--- config.mk ---
export PLATFORM = sky130hd
export DESIGN_NAME = neighbor_report_element_parser
export DESIGN_NICKNAME = d
export VERILOG_FILES = /design/src/rtl/nrep_pkg.sv /design/src/rtl/nrep_front.sv /design/src/rtl/nrep_queue.sv /design/src/rtl/nrep_back.sv /design/src/rtl/neighbor_report_element_parser.sv
export SDC_FILE = /design/constraint.sdc
export NUM_CORES = 1
export LEC_CHECK = 0
export ABC_AREA = 1
export BUFFER_PORTS_ARGS = -buffer_cell sky130_fd_sc_hd__buf_2
export CAP_MARGIN = 20
export CORE_MARGIN = 5
export CORE_UTILIZATION = 60
export DETAILED_ROUTE_END_ITERATION = 16
export PLACE_DENSITY_LB_ADDON = 0.05
export REMOVE_ABC_BUFFERS = 1
export SLEW_MARGIN = 20
export SYNTH_ARGS = -nofsm -noshare
export SYNTH_HDL_FRONTEND = slang
export SYNTH_HIERARCHICAL = 1
export SYNTH_SLANG_ARGS = --single-unit
--- constraint.sdc ---
create_clock -name clk -period 6 [get_ports clk]
set_input_delay 0.6 -clock clk [delete_from_list [all_inputs] [get_ports clk]]
set_output_delay 0.6 -clock clk [all_outputs]
set_load 0.05 [all_outputs]
--- src/rtl/nrep_pkg.sv ---
package nrep_pkg;

    localparam int LEN_W        = 12;
    localparam int BSSID_BYTES  = 6;
    localparam int INFO_BYTES   = 4;
    localparam int FIXED_BYTES  = BSSID_BYTES + INFO_BYTES + 1 + 1 + 1;

    localparam logic [7:0]       FIXED_LEN      = 8'(FIXED_BYTES);
    localparam logic [LEN_W-1:0] ELEM_MIN_BYTES = LEN_W'(FIXED_BYTES + 2);
    localparam logic [7:0]       NEIGHBOR_ID    = 8'd52;
    localparam logic [7:0]       MEASURE_ID     = 8'd39;
    localparam logic [7:0]       TYPE_LCI       = 8'd9;
    localparam logic [7:0]       TYPE_CIVIC     = 8'd11;

    localparam logic [2:0] STATUS_OK          = 3'd0;
    localparam logic [2:0] STATUS_EMPTY       = 3'd1;
    localparam logic [2:0] STATUS_BAD_ELEMENT = 3'd2;
    localparam logic [2:0] STATUS_ELEM_OVERRUN = 3'd3;
    localparam logic [2:0] STATUS_SUB_OVERRUN = 3'd4;

    localparam logic KIND_ENTRY = 1'b0;
    localparam logic KIND_CLOSE = 1'b1;

    localparam int QUEUE_DEPTH = 4;
    localparam int QPTR_W      = $clog2(QUEUE_DEPTH);

    // What one parsed byte leaves for the output side: an entry, a closing
    // status, or both (entry first).
    typedef struct packed {
        logic        has_entry;
        logic        has_close;
        logic [2:0]  status;
        logic [47:0] bssid;
        logic [31:0] info;
        logic [7:0]  oper_class;
        logic [7:0]  channel;
        logic [7:0]  phy;
        logic        lci;
        logic        civic;
    } nrep_event_t;

endpackage

--- src/rtl/nrep_front.sv ---
module nrep_front
    import nrep_pkg::*;
#(
    parameter int MAX_REPORT_BYTES = 2048
)
(
    input  logic              clk,
    input  logic              rst_n,
    input  logic              in_valid,
    output logic              in_ready,
    input  logic [7:0]        report_byte,
    input  logic              first_of_report,
    input  logic [LEN_W-1:0]  report_length,
    input  logic              q_full,
    output logic              q_push,
    output nrep_event_t       q_data
);

    localparam logic [3:0] PH_IDLE        = 4'd0;
    localparam logic [3:0] PH_ELEM_ID     = 4'd1;
    localparam logic [3:0] PH_ELEM_LEN    = 4'd2;
    localparam logic [3:0] PH_FIXED       = 4'd3;
    localparam logic [3:0] PH_SUB_ID      = 4'd4;
    localparam logic [3:0] PH_SUB_LEN     = 4'd5;
    localparam logic [3:0] PH_SUB_BODY    = 4'd6;
    localparam logic [3:0] PH_ELEM_TAIL   = 4'd7;
    localparam logic [3:0] PH_REPORT_TAIL = 4'd8;
    localparam logic [3:0] PH_DRAIN       = 4'd9;

    localparam logic [3:0] FIXED_LAST = 4'(FIXED_BYTES - 1);

    logic [LEN_W-1:0] br_reg, br_next;
    logic [3:0]       phase_reg, phase_next;
    logic [7:0]       elb_reg, elb_next;
    logic [3:0]       fpi_reg, fpi_next;
    logic [7:0]       sid_reg, sid_next;
    logic [7:0]       sbl_reg, sbl_next;
    logic [1:0]       sbi_reg, sbi_next;     // saturates at 3, only 0..2 matter
    logic             tok_reg, tok_next;
    logic [47:0]      bssid_reg, bssid_next;
    logic [31:0]      info_reg, info_next;
    logic [23:0]      ccp_reg, ccp_next;
    logic [1:0]       flags_reg, flags_next;

    logic             accept;
    logic [LEN_W-1:0] len_sat;
    logic [LEN_W-1:0] br_start;
    logic [LEN_W-1:0] br_dec;
    logic [3:0]       ph_start;
    logic [7:0]       elb_dec;
    logic [7:0]       sbl_dec;
    logic [2:0]       err_code;
    logic             done;
    logic [1:0]       info_lane;

    function automatic logic [3:0] boundary_phase(input logic [LEN_W-1:0] br);
        if (br >= ELEM_MIN_BYTES)
            return PH_ELEM_ID;
        else if (br == '0)
            return PH_IDLE;
        else
            return PH_REPORT_TAIL;
    endfunction

    function automatic logic [3:0] after_sub_phase(input logic [7:0] elb);
        if (elb > 8'd2)
            return PH_SUB_ID;
        else if (elb == 8'd0)
            return PH_IDLE;
        else
            return PH_ELEM_TAIL;
    endfunction

    assign in_ready = !q_full;
    assign accept   = in_valid && in_ready;

    assign len_sat   = (32'(report_length) > MAX_REPORT_BYTES) ?
                       LEN_W'(MAX_REPORT_BYTES) : report_length;
    assign br_start  = first_of_report ? len_sat : br_reg;
    assign ph_start  = first_of_report ? boundary_phase(len_sat) : phase_reg;
    assign br_dec    = br_start - LEN_W'(1);
    assign elb_dec   = elb_reg - 8'd1;
    assign sbl_dec   = sbl_reg - 8'd1;
    assign info_lane = 2'(fpi_reg - 4'(BSSID_BYTES));

    always_comb
    begin
        br_next    = br_reg;
        phase_next = phase_reg;
        elb_next   = elb_reg;
        fpi_next   = fpi_reg;
        sid_next   = sid_reg;
        sbl_next   = sbl_reg;
        sbi_next   = sbi_reg;
        tok_next   = tok_reg;
        bssid_next = bssid_reg;
        info_next  = info_reg;
        ccp_next   = ccp_reg;
        flags_next = flags_reg;
        q_push     = 1'b0;
        q_data     = '0;
        err_code   = STATUS_OK;
        done       = 1'b0;

        if (accept)
        begin
            if (first_of_report && len_sat == '0)
            begin
                br_next         = '0;
                phase_next      = PH_IDLE;
                q_push          = 1'b1;
                q_data.has_close = 1'b1;
                q_data.status   = STATUS_EMPTY;
            end
            else if (ph_start == PH_IDLE || br_start == '0)
            begin
                br_next    = br_start;
                phase_next = PH_IDLE;
            end
            else
            begin
                br_next    = br_dec;
                phase_next = ph_start;
                unique case (ph_start)
                    PH_ELEM_ID:
                    begin
                        sid_next   = report_byte;
                        phase_next = PH_ELEM_LEN;
                    end
                    PH_ELEM_LEN:
                    begin
                        if (sid_reg != NEIGHBOR_ID || report_byte < FIXED_LEN)
                            err_code = STATUS_BAD_ELEMENT;
                        else if (LEN_W'(report_byte) > br_dec)
                            err_code = STATUS_ELEM_OVERRUN;
                        else
                        begin
                            elb_next   = report_byte;
                            fpi_next   = '0;
                            bssid_next = '0;
                            info_next  = '0;
                            ccp_next   = '0;
                            flags_next = '0;
                            phase_next = PH_FIXED;
                        end
                    end
                    PH_FIXED:
                    begin
                        if (fpi_reg < 4'(BSSID_BYTES))
                            bssid_next = {bssid_reg[39:0], report_byte};
                        else if (fpi_reg < 4'(BSSID_BYTES + INFO_BYTES))
                            info_next = info_reg |
                                        (32'(report_byte) << {info_lane, 3'b000});
                        else
                            ccp_next = {ccp_reg[15:0], report_byte};
                        elb_next = elb_dec;
                        fpi_next = fpi_reg + 4'd1;
                        if (fpi_reg == FIXED_LAST)
                        begin
                            phase_next = after_sub_phase(elb_dec);
                            done       = (elb_dec == 8'd0);
                        end
                    end
                    PH_SUB_ID:
                    begin
                        sid_next   = report_byte;
                        elb_next   = elb_dec;
                        phase_next = PH_SUB_LEN;
                    end
                    PH_SUB_LEN:
                    begin
                        elb_next = elb_dec;
                        if (report_byte > elb_dec)
                            err_code = STATUS_SUB_OVERRUN;
                        else
                        begin
                            sbl_next = report_byte;
                            sbi_next = '0;
                            tok_next = 1'b0;
                            if (report_byte == 8'd0)
                            begin
                                phase_next = after_sub_phase(elb_dec);
                                done       = (elb_dec == 8'd0);
                            end
                            else
                                phase_next = PH_SUB_BODY;
                        end
                    end
                    PH_SUB_BODY:
                    begin
                        if (sbi_reg == 2'd0)
                            tok_next = (report_byte != 8'd0);
                        // type byte of a measurement report longer than three bytes
                        if (sbi_reg == 2'd2 && sid_reg == MEASURE_ID &&
                            sbl_reg > 8'd1 && tok_reg)
                        begin
                            if (report_byte == TYPE_LCI)
                                flags_next = flags_reg | 2'b01;
                            else if (report_byte == TYPE_CIVIC)
                                flags_next = flags_reg | 2'b10;
                        end
                        elb_next = elb_dec;
                        sbl_next = sbl_dec;
                        if (sbi_reg != 2'd3)
                            sbi_next = sbi_reg + 2'd1;
                        if (sbl_dec == 8'd0)
                        begin
                            phase_next = after_sub_phase(elb_dec);
                            done       = (elb_dec == 8'd0);
                        end
                    end
                    PH_ELEM_TAIL:
                    begin
                        elb_next = elb_dec;
                        if (elb_dec == 8'd0)
                        begin
                            done       = 1'b1;
                            phase_next = PH_IDLE;
                        end
                    end
                    PH_DRAIN:
                    begin
                        if (br_dec == '0)
                            phase_next = PH_IDLE;
                    end
                    default:
                    begin
                    end
                endcase

                if (err_code != STATUS_OK)
                begin
                    q_push           = 1'b1;
                    q_data.has_close = 1'b1;
                    q_data.status    = err_code;
                    phase_next       = (br_dec != '0) ? PH_DRAIN : PH_IDLE;
                end
                else if (ph_start != PH_DRAIN)
                begin
                    if (done)
                    begin
                        q_push            = 1'b1;
                        q_data.has_entry  = 1'b1;
                        q_data.bssid      = bssid_next;
                        q_data.info       = info_next;
                        q_data.oper_class = ccp_next[23:16];
                        q_data.channel    = ccp_next[15:8];
                        q_data.phy        = ccp_next[7:0];
                        q_data.lci        = flags_next[0];
                        q_data.civic      = flags_next[1];
                        phase_next        = boundary_phase(br_dec);
                    end
                    if (br_dec == '0)
                    begin
                        q_push           = 1'b1;
                        q_data.has_close = 1'b1;
                        q_data.status    = STATUS_OK;
                        phase_next       = PH_IDLE;
                    end
                end
            end
        end
    end

    always_ff @(posedge clk or negedge rst_n)
    begin
        if (!rst_n)
        begin
            br_reg    <= '0;
            phase_reg <= PH_IDLE;
            elb_reg   <= '0;
            fpi_reg   <= '0;
            sid_reg   <= '0;
            sbl_reg   <= '0;
            sbi_reg   <= '0;
            tok_reg   <= 1'b0;
            bssid_reg <= '0;
            info_reg  <= '0;
            ccp_reg   <= '0;
            flags_reg <= '0;
        end
        else
        begin
            br_reg    <= br_next;
            phase_reg <= phase_next;
            elb_reg   <= elb_next;
            fpi_reg   <= fpi_next;
            sid_reg   <= sid_next;
            sbl_reg   <= sbl_next;
            sbi_reg   <= sbi_next;
            tok_reg   <= tok_next;
            bssid_reg <= bssid_next;
            info_reg  <= info_next;
            ccp_reg   <= ccp_next;
            flags_reg <= flags_next;
        end
    end

endmodule

--- src/rtl/nrep_queue.sv ---
module nrep_queue
    import nrep_pkg::*;
(
    input  logic        clk,
    input  logic        rst_n,
    input  logic        push,
    input  nrep_event_t push_data,
    output logic        full,
    output logic        head_valid,
    output nrep_event_t head,
    input  logic        pop
);

    nrep_event_t         mem_reg [QUEUE_DEPTH];
    logic [QPTR_W-1:0]   wr_ptr_reg, wr_ptr_next;
    logic [QPTR_W-1:0]   rd_ptr_reg, rd_ptr_next;
    logic [QPTR_W:0]     count_reg, count_next;
    logic                do_pop;

    assign full       = (count_reg == (QPTR_W + 1)'(QUEUE_DEPTH));
    assign head_valid = (count_reg != '0);
    assign head       = mem_reg[rd_ptr_reg];
    assign do_pop     = pop && head_valid;

    always_comb
    begin
        wr_ptr_next = wr_ptr_reg;
        rd_ptr_next = rd_ptr_reg;
        count_next  = count_reg;
        if (push)
            wr_ptr_next = wr_ptr_reg + QPTR_W'(1);
        if (do_pop)
            rd_ptr_next = rd_ptr_reg + QPTR_W'(1);
        if (push && !do_pop)
            count_next = count_reg + (QPTR_W + 1)'(1);
        else if (!push && do_pop)
            count_next = count_reg - (QPTR_W + 1)'(1);
    end

    always_ff @(posedge clk)
    begin
        if (push)
            mem_reg[wr_ptr_reg] <= push_data;
    end

    always_ff @(posedge clk or negedge rst_n)
    begin
        if (!rst_n)
        begin
            wr_ptr_reg <= '0;
            rd_ptr_reg <= '0;
            count_reg  <= '0;
        end
        else
        begin
            wr_ptr_reg <= wr_ptr_next;
            rd_ptr_reg <= rd_ptr_next;
            count_reg  <= count_next;
        end
    end

endmodule

--- src/rtl/nrep_back.sv ---
module nrep_back
    import nrep_pkg::*;
(
    input  logic        clk,
    input  logic        rst_n,
    input  logic        head_valid,
    input  nrep_event_t head,
    output logic        pop,
    output logic        out_valid,
    input  logic        out_ready,
    output logic        result_kind,
    output logic [47:0] bssid,
    output logic [31:0] bssid_info,
    output logic [7:0]  operating_class,
    output logic [7:0]  channel_number,
    output logic [7:0]  phy_kind,
    output logic        has_lci,
    output logic        has_civic,
    output logic [2:0]  status,
    output logic        last_result
);

    logic        valid_reg, valid_next;
    logic        entry_sent_reg, entry_sent_next;
    logic        load;
    logic        emit_entry;
    logic        kind_reg, kind_next;
    logic [47:0] bssid_reg, bssid_next;
    logic [31:0] info_reg, info_next;
    logic [7:0]  class_reg, class_next;
    logic [7:0]  chan_reg, chan_next;
    logic [7:0]  phy_reg, phy_next;
    logic        lci_reg, lci_next;
    logic        civic_reg, civic_next;
    logic [2:0]  status_reg, status_next;

    // output register is free when empty or being taken this cycle
    assign load       = !valid_reg || out_ready;
    assign emit_entry = head.has_entry && !entry_sent_reg;

    always_comb
    begin
        valid_next      = valid_reg;
        entry_sent_next = entry_sent_reg;
        pop             = 1'b0;
        kind_next       = kind_reg;
        bssid_next      = bssid_reg;
        info_next       = info_reg;
        class_next      = class_reg;
        chan_next       = chan_reg;
        phy_next        = phy_reg;
        lci_next        = lci_reg;
        civic_next      = civic_reg;
        status_next     = status_reg;

        if (load)
        begin
            valid_next = head_valid;
            if (head_valid)
            begin
                if (emit_entry)
                begin
                    kind_next   = KIND_ENTRY;
                    bssid_next  = head.bssid;
                    info_next   = head.info;
                    class_next  = head.oper_class;
                    chan_next   = head.channel;
                    phy_next    = head.phy;
                    lci_next    = head.lci;
                    civic_next  = head.civic;
                    status_next = STATUS_OK;
                    // closing status of the same byte goes out next
                    if (head.has_close)
                        entry_sent_next = 1'b1;
                    else
                        pop = 1'b1;
                end
                else
                begin
                    kind_next       = KIND_CLOSE;
                    bssid_next      = '0;
                    info_next       = '0;
                    class_next      = '0;
                    chan_next       = '0;
                    phy_next        = '0;
                    lci_next        = 1'b0;
                    civic_next      = 1'b0;
                    status_next     = head.status;
                    entry_sent_next = 1'b0;
                    pop             = 1'b1;
                end
            end
        end
    end

    always_ff @(posedge clk or negedge rst_n)
    begin
        if (!rst_n)
        begin
            valid_reg      <= 1'b0;
            entry_sent_reg <= 1'b0;
        end
        else
        begin
            valid_reg      <= valid_next;
            entry_sent_reg <= entry_sent_next;
        end
    end

    always_ff @(posedge clk)
    begin
        kind_reg   <= kind_next;
        bssid_reg  <= bssid_next;
        info_reg   <= info_next;
        class_reg  <= class_next;
        chan_reg   <= chan_next;
        phy_reg    <= phy_next;
        lci_reg    <= lci_next;
        civic_reg  <= civic_next;
        status_reg <= status_next;
    end

    assign out_valid       = valid_reg;
    assign result_kind     = kind_reg;
    assign bssid           = bssid_reg;
    assign bssid_info      = info_reg;
    assign operating_class = class_reg;
    assign channel_number  = chan_reg;
    assign phy_kind        = phy_reg;
    assign has_lci         = lci_reg;
    assign has_civic       = civic_reg;
    assign status          = status_reg;
    assign last_result     = (kind_reg == KIND_CLOSE);

endmodule

--- src/rtl/neighbor_report_element_parser.sv ---
// Neighbor report element parser. Takes one report byte per cycle and
// returns one result per neighbor element plus a closing status per report;
// after an error status the consumer should drop that report's entries.
// A byte parser feeds a 4-entry event queue, and an output stage drains it
// one result per cycle while out_ready is high. in_ready is low only while
// that queue is full, so with out_ready held high the block takes one byte
// every cycle. Each result is held in the event queue, then in the output
// register. A byte ending both an element and the report gives its entry,
// then its closing status as the next result. No clearing pass after reset.
module neighbor_report_element_parser
    import nrep_pkg::*;
#(
    parameter int MAX_REPORT_BYTES = 2048
)
(
    input  logic              clk,
    input  logic              rst_n,
    input  logic              in_valid,
    output logic              in_ready,
    input  logic [7:0]        report_byte,
    input  logic              first_of_report,
    input  logic [LEN_W-1:0]  report_length,
    output logic              out_valid,
    input  logic              out_ready,
    output logic              result_kind,
    output logic [47:0]       bssid,
    output logic [31:0]       bssid_info,
    output logic [7:0]        operating_class,
    output logic [7:0]        channel_number,
    output logic [7:0]        phy_kind,
    output logic              has_lci,
    output logic              has_civic,
    output logic [2:0]        status,
    output logic              last_result
);

    logic        q_push;
    logic        q_full;
    logic        q_pop;
    logic        q_head_valid;
    nrep_event_t q_data;
    nrep_event_t q_head;

    nrep_front #(
        .MAX_REPORT_BYTES (MAX_REPORT_BYTES)
    ) u_front (
        .clk             (clk),
        .rst_n           (rst_n),
        .in_valid        (in_valid),
        .in_ready        (in_ready),
        .report_byte     (report_byte),
        .first_of_report (first_of_report),
        .report_length   (report_length),
        .q_full          (q_full),
        .q_push          (q_push),
        .q_data          (q_data)
    );

    nrep_queue u_queue (
        .clk        (clk),
        .rst_n      (rst_n),
        .push       (q_push),
        .push_data  (q_data),
        .full       (q_full),
        .head_valid (q_head_valid),
        .head       (q_head),
        .pop        (q_pop)
    );

    nrep_back u_back (
        .clk             (clk),
        .rst_n           (rst_n),
        .head_valid      (q_head_valid),
        .head            (q_head),
        .pop             (q_pop),
        .out_valid       (out_valid),
        .out_ready       (out_ready),
        .result_kind     (result_kind),
        .bssid           (bssid),
        .bssid_info      (bssid_info),
        .operating_class (operating_class),
        .channel_number  (channel_number),
        .phy_kind        (phy_kind),
        .has_lci         (has_lci),
        .has_civic       (has_civic),
        .status          (status),
        .last_result     (last_result)
    );

endmodule
==> Word-level counts from Yosys, hierarchy flattened <==
Memories as Yosys holds them, arrays and structs flattened.
Cells that the tools add are included.
{ "word_totals": {"output_inout_bits": 113, "wordCells": 223, "ff_bits": 272, "n_memories": 1, "inputBits": 25, "ram_bits": 444} }
{ "memory_table": {"columns": ["memory", "words", "width", "read_ports", "rd_ports_with_merged_regs", "write_ports", "line", "rtl"], "rows": [
  ["u_queue.mem_reg", 4, 111, 1, 0, 1, "nrep_queue.sv:14", "nrep_event_t mem_reg [QUEUE_DEPTH];"]
]} }
{ "op_classes": {"shifts": 1, "n_eq_ne": 23, "n_mux": 105, "bitwise_logic": 3, "addsub": 10, "n_lt_le_gt_ge": 10, "n_reduce_logical": 44} }
{ "ops": {"columns": ["op", "count"], "rows": [
  ["$mux W111", 3],
  ["$mux W106", 3],
  ["$mux W48", 3],
  ["$mux W32", 4],
  ["$mux W4", 25],
  ["$mux W24", 4],
  ["$pmux W48 S2", 1],
  ["$pmux W32 S2", 1],
  ["$mux W12", 4],
  ["$pmux W24 S2", 1],
  ["$logic_not A12 Y1", 3],
  ["$or A32 B32 Y32", 1],
  ["$pmux W4 S8", 1],
  ["$pmux W8 S2", 2],
  ["$shl A8 B5 Y32", 1],
  ["$mux W1", 28],
  ["$ge A12 B4 Y1 const B", 2],
  ["$logic_not A8 Y1", 3],
  ["$mux W3", 8],
  ["$mux W8", 3],
  ["$reduce_and A6 Y1", 4],
  ["$eq A4 B3 Y1 const B", 4],
  ["$eq A8 B4 Y1 const B", 2],
  ["$mux W2", 8],
  ["other kinds (46)", 77]
]} }

==> Depth between registers and ports, before layout <==
Gate-level depths: netlist (run 1).
{ "logic_depth": {"ltp_word": 22, "ltp_mapped": 39, "mapped_depth_nobuf": 38} }

==> Hierarchy <==
Netlist (run 1), hierarchy kept.
{ "by_module_without_submodules": {"columns": ["module", "area_per_inst_um2", "instances", "seq_area_each_um2", "cells_each"], "rows": [
  ["nrep_queue", 17925.9, 1, 13508.0, 1351],
  ["nrep_front", 10906.7, 1, 3828.7, 1578],
  ["nrep_back", 4305.4, 1, 3353.2, 355]
]} }

==> Least setup slack after synthesis (run 1) <==
Ideal clock, no wire load.
{ "synth_timing": {"kind": "input -> register", "start": "in report_length[7]", "end": "mem u_queue/mem_reg[0][0] in the netlist's numbering (enable)", "path_stages": 32, "setup_ns": 0.465, "path_slack_ns": -0.182, "arrival_ns": 5.717, "required_time_ns": 5.535, "n_path_buf": 2, "path_cell_list": "or2_1 > nor2_1 > nand2_1 > nand2_2 > buf_6 > nand2_1 > nand2_1 > nand2_2 > nand2_1 > nor2_2 > nor2_1 > nor2_1 > ha_1 > nand3_1 > inv_1 > a211oi_1 > o21ai_0 > o21ai_0 > nand2_1 > nand3_1 > nand2_1 > nand2_1 > inv_2 > nand2_4 > nand2_8 > nor2_1 > nand3_1 > nand2_1 > a21oi_1 > clkbuf_1 > nand2_1 > inv_1"} }
{ "synth_between": {"elab_chain_len": 20, "word_cells_on_any_way": 41, "classes_between": "add/sub (1); order compare (3); eq/ne (6); mux (24); reduce/logical (7)"} }
{ "synth_lines": {"columns": ["element", "line", "rtl"], "rows": [
  ["start: declaration", "neighbor_report_element_parser.sv:22", "input logic [LEN_W-1:0] report_length,"],
  ["$gt A12 B12 Y1", "nrep_front.sv:77", "assign len_sat = (32'(report_length) > MAX_REPORT_BYTES) ?"],
  ["$mux W12 *", "nrep_front.sv:77", null],
  ["branches (longest 14 deep; another with $sub A12 B1 Y12)", null, null],
  ["$mux W1 *", "nrep_front.sv:107", "if (first_of_report && len_sat == '0)"],
  ["$mux W1 *", "nrep_front.sv:105", "if (accept)"],
  ["named net q_push", "neighbor_report_element_parser.sv:37", "logic q_push;"],
  ["$mux W1 *", "nrep_queue.sv:42", "if (push)"],
  ["$mux W1 (not written as such) *", "nrep_queue.sv:43", "mem_reg[wr_ptr_reg] <= push_data;"],
  ["end: declaration", "nrep_queue.sv:14", null]
]} }
Mark *: on every way through the listed nets, which the timed path passes. The select of a mux whose other input is x is not followed.

==> Worst setup path in the final report (run 1) <==
{ "layout_timing": {"start": "in first_of_report", "end": "mem u_queue/mem_reg[2][104] in the netlist's numbering (enable)"} }
{ "layout_between": {"elab_chain_len": 16, "word_cells_on_any_way": 35, "classes_between": "add/sub (1); order compare (1); eq/ne (6); mux (21); reduce/logical (6)"} }
{ "layout_lines": {"columns": ["element", "line", "rtl"], "rows": [
  ["start: declaration", "neighbor_report_element_parser.sv:21", "input logic first_of_report,"],
  ["$mux W12", "nrep_front.sv:79", "assign br_start = first_of_report ? len_sat : br_reg;"],
  ["$sub A12 B1 Y12", "nrep_front.sv:81", "assign br_dec = br_start - LEN_W'(1);"],
  ["$gt A8 B12 Y1", "nrep_front.sv:134", "else if (LEN_W'(report_byte) > br_dec)"],
  ["$mux W2", "nrep_front.sv:134", null],
  ["$mux W3", "nrep_front.sv:132", "if (sid_reg != NEIGHBOR_ID || report_byte < FIXED_LEN)"],
  ["$pmux W3 S2", "nrep_front.sv:124", "unique case (ph_start)"],
  ["$mux W3", "nrep_front.sv:115", "else if (ph_start == PH_IDLE || br_start == '0)"],
  ["$mux W3", "nrep_front.sv:107", null],
  ["$mux W3", "nrep_front.sv:105", null],
  ["$reduce_bool A3 Y1", "nrep_front.sv:231", "if (err_code != STATUS_OK)"],
  ["$mux W1", "nrep_front.sv:231", null],
  ["$mux W1", "nrep_front.sv:115", null],
  ["$mux W1 *", "nrep_front.sv:107", null],
  ["$mux W1 *", "nrep_front.sv:105", null],
  ["named net q_push", "neighbor_report_element_parser.sv:37", null],
  ["$mux W1 *", "nrep_queue.sv:42", null],
  ["$mux W1 (not written as such) *", "nrep_queue.sv:43", null]
]} }
Mark *: on every way through the listed nets, which the timed path passes. The rest lies on a longest branch. The select of a mux whose other input is x is not followed.

==> impl_metrics.ini, run 1 <==
[setup_path]
cp_common_cell = nand2_1
endpoint_kind = flop
r2r_cells = 25
worstPathRequired_ns = 6.29
critPathLaunchType = primary input
path_buf_inv = 7
path_class = primary input to flop
arrival_ns = 5.37
worstPathMaxFanout = 40
cp_num_cells = 28
cpPeakStageDelay_ns = 0.59
critPathSlowestCell = a21oi_1
cp_top_family = simple AND/OR/NAND/NOR gates

[clocking]
htreeDepth = 3
root_buffer = clkbuf_16
post_cts_buffers = 0
clk_latency_ns = 0.60
cts_buffers = 75
cts.sinks = 716
cts_tree = done
ctsResizeCount = 0
clk_path_buf_depth = 3
ctsHoldBuffers = 0
clk_pin_slew_ns = 0.06

[floorplan]
floorplan.initialDensity_pct = 60.4
die_x_um = 245
num_io_pins = 138
rows = 86
die_area_um2 = 60000
chipHeight_um = 245
core_area_um2 = 54900

[placement]
dpl_worst_slack_ns = 0.365
portBuffers = 137
hpwl_mm = 47.1
place.gp.congestion = 0.897
dpl.cell_count = 3980

[sta]
fin_ws_ns = 0.927
period_share_pct = 84.6
fmax_mhz = 197
final-setup-viol-count = 0
layout_min_cycle_time_ns = 5.07
rsz0062_at_grt = false
slew_viol_final = 0
fin_hold_ws_ns = 0.0596
fin_tns_setup_ns = 0
slew_headroom_pct = 30.3
hold_viol = 0
worst_slew_pin_slew_ns = 1.05
finalClockSkew_ns = 0.0190

[routing]
wl_per_cell_um = 19.1
drtIter0Drc = 1950
first_pass_iters = 6
vias = 23466
viasPerCell = 5.70
drc = 0
wirelength_mm = 78.5
ant_nets = 0

[logic_synthesis]
syn-instance-count = 3284
synth_ff_type = edfxtp_1
synth_edf_count = 554
synth_area_leaders = edfxtp_1 50%, dfrtp_1 12%, nand2_1 7.4%
yosysTopAreaCellShare_pct = 50.2
ys_ff_latch = 716
seq_area_frac_synth_pct = 62.4
ys_warn_count = 6
yosysTopAreaCell = edfxtp_1
synth_cell_types = 52
syn_avg_cell_area_um2 = 10.1
ys_async_sr_fraction_pct = 22.6
netlist_area_um2 = 33100

[power]
cellLeakagePower_nw = 15.4
peakVddDrop_mv = 0.714
pwr-share-clk_pct = 25.1
finalPower_mw = 18.1
pwr-share-seq_pct = 38.6
switching_power_mw = 7.33
swShare_pct = 40.6
p_int_mw = 10.7
p_per_area_nw_per_um2 = 493
comb_power_share_pct = 36.3

[global_routing]
grt_max_degree = 145
grt_pass1_vias = 23686
gr-total-overflow = 0
antenna_found_initial = 1
grt_pass1_wl_mm = 126
grt_use_total_pct = 26.3

[min_path]
worstHoldPathType = primary input to asynchronous set/reset pin

[job]
maxCapViolCount = 0

[final_layout]
antenna_cells = 0
fin_nets = 3409
final_cells = 4118
area_growth_pct = 10.5
largest_reg_flops = 444
drive_gt1_share_pct = 10.7

[outcome]
status = finished clean
logic make-up (layout without fill, tap and decap cells):
| family | Yosys count | after routing | share of synthesized area, % |
|---|---|---|---|
| adder cells (fa/ha/maj) | 30 | 30 | 1.16 |
| flip-flops | 716 | 716 | 62.4 |
| AND/OR/NAND/NOR | 1127 | 1127 | 13.8 |
| AO/OA/AOI/OAI | 651 | 651 | 12.9 |
| XOR/XNOR | 13 | 13 | 0.344 |
| buffers and inverters | 747 | 877 | 9.41 |
layer usage:
layer / part of all wire, % / global-route usage, % / vias to the layer above
li1: - / - / 11202
met4: 2.8 / 8.78 / 0
met2: 50 / 45.7 / 686
met1: 42 / 34.7 / 11425
met3: 5.3 / 3.27 / 153
met5: 0 / 0 / -
metrics by stage:
stage               utilization (%)  cell area, um^2
detailed placement             62.3            34200
CTS                            66.7            36600
global placement               62.3            34200
global route                   66.7            36600
finish                         66.7            36600
floorplan                         -            32100
path summary, 6_finish.rpt:
kind | from | end | slack, ns
max | first_of_report | u_queue/mem_reg[2][104] | 0.93
min | rst_n | u_front/br_reg[8] | 0.06
max reg2reg | u_front/br_reg[0] | u_queue/mem_reg[2][104] | 1.18
min reg2reg | u_front/phase_reg[2] | u_front/phase_reg[2] | 0.48
max in group asynchronous | rst_n | u_front/sid_reg[6] | 4.68
min in group clk | out_ready | u_back/out_valid | 0.28
Yosys cell counts, drive strengths merged, types with 2 or more instances:
library cell,instances
buf,94
edfxtp,554
o22ai,27
a21oi,158
ha,29
nand4,16
inv,561
o31ai,3
nor2,340
nor4,2
dfrtp,162
or2,4
a211oi,43
nor3,17
o211ai,266
xor2,12
nand2,669
o21ai,122
clkinv,3
nand3,76
and3,2
o2111ai,26
a31oi,2
clkbuf,89
cells in the final DEF (no fill, tap or decap), types with 4 or more instances in the layout:
master     instances
nand2_1          649
edfxtp_1         554
inv_1            541
nor2_1           330
o211ai_1         266
dfrtp_1          161
a21oi_1          138
buf_2            136
o21ai_0          102
clkbuf_16         79
nand3_1           74
a211oi_1          43
ha_1              29
buf_4             27
o22ai_1           27
o2111ai_1         26
clkbuf_1          22
a21oi_2           19
o21ai_1           19
nand4_1           16
nor3_1            15
nand2_2           14
clkinv_2          13
xor2_1            12
inv_2             11
buf_12            11
clkinv_1          10
inv_6              9
clkbuf_8           8
nor2_2             7
nand2_4            5
bufinv_16          4
layout make-up:
| cell class | count | area (um^2) |
|---|---|---|
| tap | 704 | 881 |
| multi-input combinational | 1821 | 9360 |
| clock inverter | 29 | 254 |
| fill | 4224 | 18300 |
| sequential | 716 | 20700 |
| clock buffer | 108 | 2160 |
| timing repair buffer | 176 | 1130 |
| inverter | 564 | 2160 |
power groups by stage:
stage / registers, mW / clock network [mW] / logic (mW)
floorplan: 8.29 / 0 / 3.56
global placement: 7.03 / 0 / 6.44
detailed placement: 7.06 / 0 / 6.57
CTS: 6.97 / 4.62 / 6.61
global route: 7.07 / 4.84 / 7.26
finish: 6.97 / 4.53 / 6.57
worst register-to-register path, stage by stage (launching register included):
cell,delay (ns)
dfrtp_1,0.40
or2_2,0.27
nand2_1,0.17
nand2_1,0.12
nor2_4,0.23
nor2_1,0.10
ha_1,0.30
nand3_1,0.09
inv_1,0.09
a211oi_1,0.07
o21ai_0,0.14
o21ai_0,0.10
nand2_1,0.09
nand3_1,0.06
nand2_1,0.08
nand2_1,0.07
inv_2,0.08
nand2_4,0.06
nand2_8,0.09
nor2_1,0.08
nand3_1,0.11
nand2_1,0.06
a21oi_1,0.59
nand2_1,0.25
inv_6,0.47
buf_4,0.36
Note: power is estimated with default switching activity, not from simulation.
==> inputs of run 2 (changes only) <==
- ABC_AREA: 1 -> 0
- clock period: 6 -> 4.7 ns (I/O delays scaled with it)
==> run 2 against run 1 <==
Total power up 5.3%. Combinational power down 18%. Sequential power up 15%. Die area down 8.7%. Register-to-register slack worse by 0.94 ns. Design area down 6.4%. Critical path type is now flop to flop. Critical endpoint is now u_queue/count_reg[1].
==> impl_metrics.ini, run 2 <==
[outcome]
status = finished clean

[global_routing]
grt_max_degree = 109
grt_use_total_pct = 23.7
grt_pass1_vias = 17361
antenna_found_initial = 0
grt_pass1_wl_mm = 100
gr-total-overflow = 0

[clocking]
htreeDepth = 3
cts_buffers = 72
cts_tree = done
clk_pin_slew_ns = 0.06
root_buffer = clkbuf_16
cts.sinks = 716
clk_path_buf_depth = 3
clk_latency_ns = 0.59
post_cts_buffers = 0

[floorplan]
die_x_um = 234
die_area_um2 = 54800
num_io_pins = 138
chipHeight_um = 234
core_area_um2 = 50000
rows = 82
floorplan.initialDensity_pct = 60.3

[logic_synthesis]
ys_async_sr_fraction_pct = 22.6
synth_simple_gate_area_share_pct = 10.6
yosysTopAreaCellShare_pct = 55.2
ys_warn_count = 6
syn_avg_cell_area_um2 = 15.4
synth_top_family_by_area = simple AND/OR/NAND/NOR gates
synth-compound-area-share_pct = 7.39
synth_area_leaders = edfxtp_1 55%, dfrtp_1 13%, mux4_2 8.3%
synth_ff_type = edfxtp_1
ys_ff_latch = 716
synthMuxAreaShare_pct = 8.69
seq_area_frac_synth_pct = 68.6
synth_common_cells = 554 x edfxtp_1, 162 x dfrtp_1, 152 x and2_1, 112 x nor2_1, 111 x mux4_2
synth-adder-area-share_pct = 1.31
syn-instance-count = 1956
synth_edf_count = 554
synth_xor_area_share_pct = 0.610
synth_cell_types = 86
netlist_area_um2 = 30100
yosysMostFrequentCell = edfxtp_1
yosysTopAreaCell = edfxtp_1

[power]
cellLeakagePower_nw = 12.1
peakVddDrop_mv = 0.542
finalPower_mw = 19.0
p_per_area_nw_per_um2 = 555

[placement]
place.gp.congestion = 0.899
portBuffers = 137
dpl.cell_count = 2721
hpwl_mm = 39.1

[final_layout]
mostFrequentLayoutCells = 554 x edfxtp_1, 160 x dfrtp_1, 148 x and2_1
antenna_cells = 0
area_growth_pct = 13.7
layout_commonest_cell = edfxtp_1
post-route-util_pct = 68.6
multiInputGateArea_um2 = 8690
nFillCells = 3424
final_cells = 2857
fin_nets = 2180
largest_reg_flops = 444
regArea_um2 = 20700
drive_gt1_share_pct = 23.0

[setup_path]
r2r_slack_ns = 0.24
r2r_start = u_front/br_reg[3]
r2r_cells = 18
worstPathRequired_ns = 5.16
worstPathMaxFanout = 4
critPathLaunchType = flop
endpoint_kind = flop
path_class = flop to flop
r2r-end = u_queue/count_reg[1]
arrival_ns = 4.92

[sta]
hold_viol = 0
fin_tns_setup_ns = 0
rsz0062_at_grt = false
worst_slew_pin_slew_ns = 0.959
final-setup-viol-count = 0
slew_viol_final = 0
fmax_mhz = 224
slew_headroom_pct = 36.1
layout_min_cycle_time_ns = 4.46
period_share_pct = 94.9
finalClockSkew_ns = 0.0283

[routing]
ant_nets = 0
viasPerCell = 6.01
drc = 0
vias = 17166
first_pass_iters = 5
wl_per_cell_um = 22.4
drtIter0Drc = 1291
wirelength_mm = 63.9

[min_path]
min_from = out_ready
min_to = u_back/out_valid
min_path_cells = 3
worstHoldPathType = primary input to flop

[job]
maxCapViolCount = 0
[run 2: worst max-delay path: stages, from the launching register on]
cell and delay (ns):
dfrtp_1 0.39, nor2_1 0.16, o22ai_1 0.15, or3_1 0.39, nand2_1 0.09, ha_1 0.24
and3_1 0.21, a221oi_1 0.34, nor4b_1 0.12, a31o_2 0.24, or2_2 0.28, o2bb2ai_1 0.23
nor3_2 0.09, nor4_2 0.28, a211oi_2 0.10, ha_1 0.26, inv_1 0.08, fa_1 0.41
mux2_2 0.27
[run 2: routing by layer]
layer	routed length, um	GRT usage (%)
met5	0	0
met4	1470	7.14
met3	3230	3.04
met2	32500	40.2
met1	26700	32.6
[run 2: report_power, final]
part | total, mW | internal, mW | switching (mW)
combinational | 5.39 | 2.09 | 3.30
sequential | 8.02 | 7.67 | 0.354
clock | 5.61 | 3.33 | 2.28
[run 2: stage by stage]
step	hold WS [ns]	instance area, um^2	setup WS [ns]
3_3_place_gp	0.463	31900	0.0915
3_5_place_dp	0.470	31900	0.00616
4_1_cts	0.200	34200	0.238
5_1_grt	0.217	34300	0.00953
2_1_floorplan	0.174	29400	-3.10
6_report	0.225	34300	0.239
[run 2: logic make-up (layout without fill, tap and decap cells)]
family | Yosys count | after routing
DFF | 716 | 716
buffers and inverters | 153 | 382
xor gates and xnor gates | 21 | 21
and+or+nand+nor | 587 | 587
AOI/OAI and AO/OA | 326 | 326
adders and majority gates | 31 | 31
muxes | 122 | 122
[run 2: area by class of cell]
class,count,share of cell area (%)
Timing Repair Buffer,222,4.63
Clock buffer,115,6.42
Clock inverter,19,0.471
Sequential cell,716,60.4
Multi-Input combinational cell,1087,25.4
Tap cell,672,2.45
Inverter,26,0.292
[run 2: worst max path at each step]
stage	startpoint	end	slack, ns	depth (start not counted)
after detailed placement	first_of_report	u_queue/count_reg[1]	0.006	19
after global routing	u_front/br_reg[3]	u_queue/count_reg[1]	0.01	18
after CTS	u_front/elb_reg[0]	u_queue/count_reg[2]	0.24	20
after global placement	first_of_report	u_queue/count_reg[1]	0.09	19
final	u_front/br_reg[3]	u_queue/count_reg[1]	0.24	18
after floorplan	u_queue/rd_ptr_reg[0]	u_queue/count_reg[2]	-3.10	10
[run 2: timing repair]
action	in CTS	in global routing
endpoints found under the setup margin	0	82
gates resized for setup	0	4
hold endpoints to repair	67	0
hold buffers	1	0
